$ cat src/rtl/bhp_pkg.sv
// ----------------------------------------------------------------------------
// bhp_pkg
// Types and codes shared by the bitstream header parser modules.
// ----------------------------------------------------------------------------
package bhp_pkg;

  localparam logic [4:0] PH_IDLE  = 5'd0;
  localparam logic [4:0] PH_MLHI  = 5'd1;
  localparam logic [4:0] PH_MLLO  = 5'd2;
  localparam logic [4:0] PH_MAGIC = 5'd3;
  localparam logic [4:0] PH_NULL  = 5'd4;
  localparam logic [4:0] PH_SEPHI = 5'd5;
  localparam logic [4:0] PH_SEPLO = 5'd6;
  localparam logic [4:0] PH_KEY   = 5'd7;
  localparam logic [4:0] PH_LENHI = 5'd12;
  localparam logic [4:0] PH_LENLO = 5'd16;
  localparam logic [4:0] PH_TEXT  = 5'd20;
  localparam logic [4:0] PH_PAY   = 5'd24;
  localparam logic [4:0] PH_END   = 5'd28;

  localparam logic [1:0] ST_PARSING = 2'd0;
  localparam logic [1:0] ST_DONE    = 2'd1;
  localparam logic [1:0] ST_ERROR   = 2'd2;
  localparam logic [1:0] ST_IDLE    = 2'd3;

  localparam logic [2:0] SEC_MAGIC_LEN = 3'd0;
  localparam logic [2:0] SEC_MAGIC     = 3'd1;
  localparam logic [2:0] SEC_KEY       = 3'd2;
  localparam logic [2:0] SEC_DESIGN    = 3'd3;
  localparam logic [2:0] SEC_LENGTH    = 3'd7;

  localparam logic [7:0]  MAGIC_EVEN = 8'h0f;
  localparam logic [7:0]  MAGIC_ODD  = 8'hf0;
  localparam logic [15:0] SEP_WORD   = 16'h0001;
  localparam logic [7:0]  KEY_FIRST  = 8'h61;
  localparam logic [2:0]  KEY_COUNT  = 3'd4;

  typedef struct packed {
    logic [4:0]  phase;
    logic [15:0] bytes_left;
    logic        magic_odd;
    logic [18:0] byte_pos;
    logic [31:0] acc;
  } bhp_state_t;

  typedef struct packed {
    logic [1:0]  status;
    logic [2:0]  section;
    logic        text_valid;
    logic [7:0]  text_byte;
    logic [18:0] header_bytes;
    logic [31:0] payload_bytes;
  } bhp_result_t;

endpackage

$ cat src/rtl/bitstream_header_parser.sv
// ----------------------------------------------------------------------------
// bitstream_header_parser
// Parses a configuration-file header one byte per item and labels each byte.
// ----------------------------------------------------------------------------
// Every accepted byte yields exactly one result item in the next cycle, and a
// new byte is taken every clock except while a held result waits on
// out_stall: the parse step is a single layer of logic between the state
// register and the result register. A byte with in_restart set begins a new
// file; after completion or an error the block reports idle until then.
module bitstream_header_parser import bhp_pkg::*; (
  input  logic        clk,
  input  logic        rst_n,
  input  logic        in_valid,
  output logic        in_stall,
  input  logic [7:0]  in_data_byte,
  input  logic        in_restart,
  output logic        out_valid,
  input  logic        out_stall,
  output logic [1:0]  out_status,
  output logic [2:0]  out_section,
  output logic        out_text_valid,
  output logic [7:0]  out_text_byte,
  output logic [18:0] out_header_bytes,
  output logic [31:0] out_payload_bytes
);

  bhp_state_t  state_r;
  bhp_state_t  state_nxt;
  bhp_result_t res_r;
  bhp_result_t res_nxt;
  logic        valid_r;
  logic        accept;

  assign in_stall = valid_r & out_stall;
  assign accept   = in_valid & ~in_stall;

  bhp_step u_step (
    .cur       (state_r),
    .data_byte (in_data_byte),
    .restart   (in_restart),
    .nxt       (state_nxt),
    .res       (res_nxt)
  );

  always_ff @(posedge clk) begin
    if (!rst_n) begin
      state_r <= '{phase: PH_IDLE, bytes_left: '0, magic_odd: 1'b0,
                   byte_pos: '0, acc: '0};
      valid_r <= 1'b0;
    end else begin
      if (accept) begin
        state_r <= state_nxt;
        valid_r <= 1'b1;
      end else if (!out_stall) begin
        valid_r <= 1'b0;
      end
    end
  end

  always_ff @(posedge clk) begin
    if (accept) begin
      res_r <= res_nxt;
    end
  end

  assign out_valid         = valid_r;
  assign out_status        = res_r.status;
  assign out_section       = res_r.section;
  assign out_text_valid    = res_r.text_valid;
  assign out_text_byte     = res_r.text_byte;
  assign out_header_bytes  = res_r.header_bytes;
  assign out_payload_bytes = res_r.payload_bytes;

endmodule

$ cat src/rtl/bhp_step.sv
// ----------------------------------------------------------------------------
// bhp_step
// Next-state and result logic for one header byte.
// ----------------------------------------------------------------------------
module bhp_step import bhp_pkg::*; (
  input  bhp_state_t  cur,
  input  logic [7:0]  data_byte,
  input  logic        restart,
  output bhp_state_t  nxt,
  output bhp_result_t res
);

  bhp_state_t  st;
  logic        err;
  logic [15:0] len;
  logic [15:0] left_dec;
  logic [2:0]  key_k;
  logic [1:0]  k;
  logic [31:0] acc_sh;

  always_comb begin
    st = cur;
    if (restart) begin
      st.phase      = PH_MLHI;
      st.bytes_left = '0;
      st.magic_odd  = 1'b0;
      st.byte_pos   = '0;
      st.acc        = '0;
    end

    nxt      = st;
    res      = '0;
    err      = 1'b0;
    len      = {st.acc[7:0], data_byte};
    left_dec = st.bytes_left - 16'd1;
    key_k    = 3'(st.phase - PH_KEY);
    k        = st.phase[1:0];
    acc_sh   = {st.acc[23:0], data_byte};

    if (st.phase == PH_IDLE || st.phase >= PH_END) begin
      nxt.phase  = PH_IDLE;
      res.status = ST_IDLE;
    end else begin
      res.status   = ST_PARSING;
      nxt.byte_pos = st.byte_pos + 19'd1;
      if (st.phase == PH_MLHI) begin
        res.section = SEC_MAGIC_LEN;
        nxt.acc     = {24'd0, data_byte};
        nxt.phase   = PH_MLLO;
      end else if (st.phase == PH_MLLO) begin
        res.section = SEC_MAGIC_LEN;
        if (len == 16'd0) begin
          err = 1'b1;
        end else begin
          nxt.bytes_left = len - 16'd1;
          nxt.magic_odd  = 1'b0;
          nxt.phase      = (len != 16'd1) ? PH_MAGIC : PH_NULL;
        end
      end else if (st.phase == PH_MAGIC) begin
        res.section = SEC_MAGIC;
        if (data_byte != (st.magic_odd ? MAGIC_ODD : MAGIC_EVEN)) begin
          err = 1'b1;
        end else begin
          nxt.magic_odd  = ~st.magic_odd;
          nxt.bytes_left = left_dec;
          if (left_dec == 16'd0) begin
            nxt.phase = PH_NULL;
          end
        end
      end else if (st.phase == PH_NULL) begin
        res.section = SEC_MAGIC;
        nxt.phase   = PH_SEPHI;
      end else if (st.phase == PH_SEPHI) begin
        res.section = SEC_KEY;
        nxt.acc     = {24'd0, data_byte};
        nxt.phase   = PH_SEPLO;
      end else if (st.phase == PH_SEPLO) begin
        res.section = SEC_KEY;
        if (len != SEP_WORD) begin
          err = 1'b1;
        end else begin
          nxt.phase = PH_KEY;
        end
      end else if (st.phase < PH_LENHI) begin
        res.section = SEC_KEY;
        if (data_byte != KEY_FIRST + 8'(key_k)) begin
          err = 1'b1;
        end else if (key_k == KEY_COUNT) begin
          nxt.acc   = '0;
          nxt.phase = PH_PAY;
        end else begin
          nxt.phase = PH_LENHI + 5'(key_k);
        end
      end else if (st.phase < PH_LENLO) begin
        res.section = SEC_DESIGN + 3'(k);
        nxt.acc     = {24'd0, data_byte};
        nxt.phase   = PH_LENLO + 5'(k);
      end else if (st.phase < PH_TEXT) begin
        res.section    = SEC_DESIGN + 3'(k);
        nxt.bytes_left = len;
        nxt.phase      = (len != 16'd0) ? PH_TEXT + 5'(k) : PH_KEY + 5'(k) + 5'd1;
      end else if (st.phase < PH_PAY) begin
        res.section    = SEC_DESIGN + 3'(k);
        res.text_valid = 1'b1;
        res.text_byte  = data_byte;
        nxt.bytes_left = left_dec;
        if (left_dec == 16'd0) begin
          nxt.phase = PH_KEY + 5'(k) + 5'd1;
        end
      end else begin
        res.section = SEC_LENGTH;
        nxt.acc     = acc_sh;
        if (k != 2'd3) begin
          nxt.phase = st.phase + 5'd1;
        end else begin
          res.status        = ST_DONE;
          res.header_bytes  = st.byte_pos + 19'd1;
          res.payload_bytes = acc_sh;
          nxt.phase         = PH_IDLE;
        end
      end
      if (err) begin
        res.status = ST_ERROR;
        nxt.phase  = PH_IDLE;
      end
    end
  end

endmodule
$ cat config.mk
export PLATFORM = sky130hd
export DESIGN_NAME = bitstream_header_parser
export DESIGN_NICKNAME = d
export VERILOG_FILES = /design/src/rtl/bhp_pkg.sv /design/src/rtl/bitstream_header_parser.sv /design/src/rtl/bhp_step.sv
export SDC_FILE = /design/constraint.sdc
export NUM_CORES = 1
export LEC_CHECK = 0
export ABC_AREA = 1
export BUFFER_PORTS_ARGS = -buffer_cell sky130_fd_sc_hd__buf_2
export CORE_ASPECT_RATIO = 0.8
export CORE_UTILIZATION = 55
export DETAILED_ROUTE_END_ITERATION = 12
export PLACE_DENSITY_LB_ADDON = 0.1
export SETUP_SLACK_MARGIN = 0.5
export SLEW_MARGIN = 15
export SYNTH_ARGS = -nofsm -noshare
export SYNTH_HDL_FRONTEND = slang
export SYNTH_SLANG_ARGS = --single-unit
export TNS_END_PERCENT = 5
$ cat constraint.sdc
create_clock -name clk -period 4.83 [get_ports clk]
set_input_delay 1.449 -clock clk [delete_from_list [all_inputs] [get_ports clk]]
set_output_delay 1.449 -clock clk [all_outputs]
set_load 0.01 [all_outputs]
==> impl_metrics.env <==
export IMPL_core_area_um2=16700
export IMPL_syn_inst=1371
export IMPL_drive_above_1_share_pct=15.7
export IMPL_status="finished clean"
export IMPL_wire_per_inst_um=19.2
export IMPL_cts_max_path_buffers=2
export IMPL_final_common_cell="nand2_1"
export IMPL_endpoint_kind="flop"
export IMPL_pre_cts_slack_ps=599
export IMPL_routed_wirelength_um=32000
export IMPL_finalNonFillerCells=1663
export IMPL_ant_nets=0
export IMPL_timing_final_crit_period_ps=3880
export IMPL_die_y_um=119
export IMPL_drc=0
export IMPL_postCtsSetupBuffers=0
export IMPL_fmax_ghz=0.258
export IMPL_p_comb_share_pct=19.5
export IMPL_clkTransAtPathRegs_ps=60
export IMPL_finalHoldViolCount=0
export IMPL_die_area_um2=17800
export IMPL_placed_cells=1631
export IMPL_peakVddDrop_v=0.000231
export IMPL_cts_root_buf="clkbuf_16"
export IMPL_ys_seq_area_share_pct=34.6
export IMPL_cp_required_ps=5140
export IMPL_cap_violations=0
export IMPL_initial_core_util_pct=56.7
export IMPL_synth_area_per_cell_um2=6.91
export IMPL_reg2reg_from="state_r[68]"
export IMPL_layout_common_cells="298 x nand2_1, 171 x a21oi_1, 143 x nor2_1, 120 x inv_1, 105 x o21ai_0"
export IMPL_clkPwrFrac_pct=43.1
export IMPL_port_buffers=79
export IMPL_grtUsageTotal_pct=36.8
export IMPL_use_met3_pct=9.50
export IMPL_hold_path_class="flop to flop"
export IMPL_drv_slew=0
export IMPL_antenna_found_initial=0
export IMPL_stdcell_area_um2=10700
export IMPL_drt_vias_per_instance=6.12
export IMPL_yosysWarnings=0
export IMPL_gr_total_overflow=0
export IMPL_p_sw_mw=1.07
export IMPL_synth_top_cell_area_share_pct=20.6
export IMPL_ys_flop_type="dfxtp_1"
export IMPL_yosys_area_share_simple_pct=29.1
export IMPL_final_setup_tns_ps=0
export IMPL_row_count=42
export IMPL_grt_use_met2_pct=53.9
export IMPL_drtIter0Drc=1191
export IMPL_crit_type="input pin to flop"
export IMPL_max_slew_margin_rel_pct=25.9
export IMPL_global_route_peak_usage_layer="met2"
export IMPL_synth_xor_area_share_pct=2.03
export IMPL_setup_viol=0
export IMPL_rsz0062_at_grt="no"
export IMPL_vias=10200
export IMPL_synth_edf_count=65
export IMPL_design_final_nets=1456
export IMPL_power_switching_share_pct=31.7
export IMPL_p_int_mw=2.32
export IMPL_grt_pass1_vias=9322
export IMPL_dp_hpwl_um=21700
export IMPL_worstPathMaxFanout=13
export IMPL_use_met1_pct=51.8
export IMPL_dieWidth_um=149
export IMPL_synth_largest_area_cell="edfxtp_1"
export IMPL_cts_tree="built"
export IMPL_synth_area_leaders="edfxtp_1 21%, dfxtp_1 14%, nand2_1 12%"
export IMPL_gp_congestion=1.02
export IMPL_synth_top_family_by_area="simple AND/OR/NAND/NOR gates"
export IMPL_worst_slack_ps=952
export IMPL_htree_levels=4
export IMPL_crit_start="in_restart"
export IMPL_grt_max_degree=64
export IMPL_synth_compound_area_share_pct=23.1
export IMPL_post_dp_cell_area_um2=10100
export IMPL_fin_crit_sh_pct=80.3
export IMPL_cts_hold_buf=0
export IMPL_area_growth_pct=13.2
export IMPL_min_delay_start="state_r[49]"
export IMPL_worst_pin_slew_ps=1110
export IMPL_synth_seq_cells=131
export IMPL_clock_skew_ps=14.1
export IMPL_cts_sinks=131
export IMPL_yosysUniqueCellTypes=53
export IMPL_yosys_area_share_adder_pct=1.72
export IMPL_numCtsBuffers=17
export IMPL_grt_pass1_wl_um=50500
export IMPL_io_pins=80
export IMPL_syn_nets=1397
export IMPL_drt_pass1_iterations=6
export IMPL_insertion_delay_ps=430
export IMPL_p_leak_nw=4.66
export IMPL_async_reset_ff_share_pct=0
export IMPL_critPathArrivalTime_ps=4190
export IMPL_synthMuxAreaShare_pct=0
export IMPL_seqPwrFrac_pct=37.4
export IMPL_critPathLaunchType="input pin"
export IMPL_antenna_cells=0
export IMPL_cts_resized=0
export IMPL_netlist_area_um2=9470
export IMPL_p_per_area_nw_per_um2=316
-- sequential cells by signal, indices dropped and copies added, names as in the netlist --
name and flops:
out_header_bytes 19, state_r 65, out_status 2, out_text_valid 1, out_valid 1, out_section 3, out_payload_bytes 32, out_text_byte 8
-- logic make-up after synthesis --
group	after synthesis
xor gates and xnor gates	22
adders and majority gates	13
buffers and inverters	215
AOI/OAI and AO/OA	389
and+or+nand+nor	601
DFF	131
-- per-stage QoR --
step	util (%)	hold WS [ps]	total power, mW
global placement	60.3	453	1.92
detailed placement	60.3	456	1.93
global route	64.2	485	3.50
floorplan	-	445	1.74
finish	64.2	465	3.39
CTS	64.2	465	3.37
-- worst max-delay path: stages --
cell	delay (ps)
buf_2	190
nor2_4	50
inv_1	180
ha_1	230
inv_1	60
ha_1	320
xor2_1	210
nor2_1	60
nor3_1	250
nand2_1	190
nand2_2	130
nand2_1	80
a21oi_2	140
buf_4	220
o21ai_1	140
nand2_1	100
nand3_1	60
nand2_1	60
a21oi_1	60
-- power groups by stage --
stage,Clock [mW],Combinational (mW),Sequential [mW]
after floorplan,0,0.439,1.30
final,1.46,0.660,1.27
after detailed placement,0,0.634,1.29
after global routing,1.51,0.722,1.27
after global placement,0,0.632,1.29
after CTS,1.47,0.640,1.27
-- synthesized netlist by cell type, types with 2 or more instances --
master    number
nor2_4        10
buf_2         21
a31oi_1       10
o22ai_1        8
inv_1        120
a21oi_2        3
nor3_2         3
inv_2         18
nand3_2        3
buf_4          3
clkbuf_1      37
nor3_1         9
nor2_1       145
nand2_4        6
nand3_1       70
o21a_1         3
dfxtp_1       66
ha_1          13
buf_8          2
xor2_1        21
edfxtp_1      65
o221ai_1       6
inv_4          2
buf_1          3
buf_6          2
a221oi_1       8
o211ai_1      37
nand2_1      298
nor3_4         3
nand2_2       17
a21oi_1      171
a22oi_1       17
o21ai_0      105
nand4_1       14
clkinv_1       5
nor4_1         5
o21ai_1       17
nor2_2         8
nor2_8         3
-- area by class of cell --
type                       instances  area, um2
clock buffer                      18        439
clock inverter                    14        215
fill                            1594       5990
inverter                         147        563
multi-input combinational       1025       5320
sequential                       131       3270
tap                              220        275
timing repair buffer             108        638
-- path summary, 6_finish.rpt --
check,cells past startpoint,end,slack (ps)
max,19,state_r[7],950
min,2,state_r[49],460
max reg2reg,18,state_r[7],1770
min reg2reg,2,state_r[49],460
-- per-layer routing --
layer | up-vias | part of all wire, % | wire [um]
li1 | 4776 | - | -
met2 | 681 | 43 | 13600
met4 | 0 | 3.2 | 1010
met1 | 4615 | 42 | 13400
met3 | 103 | 12 | 3940
met5 | - | 0 | 0
No activity file was read; power rests on OpenSTA's default activity.
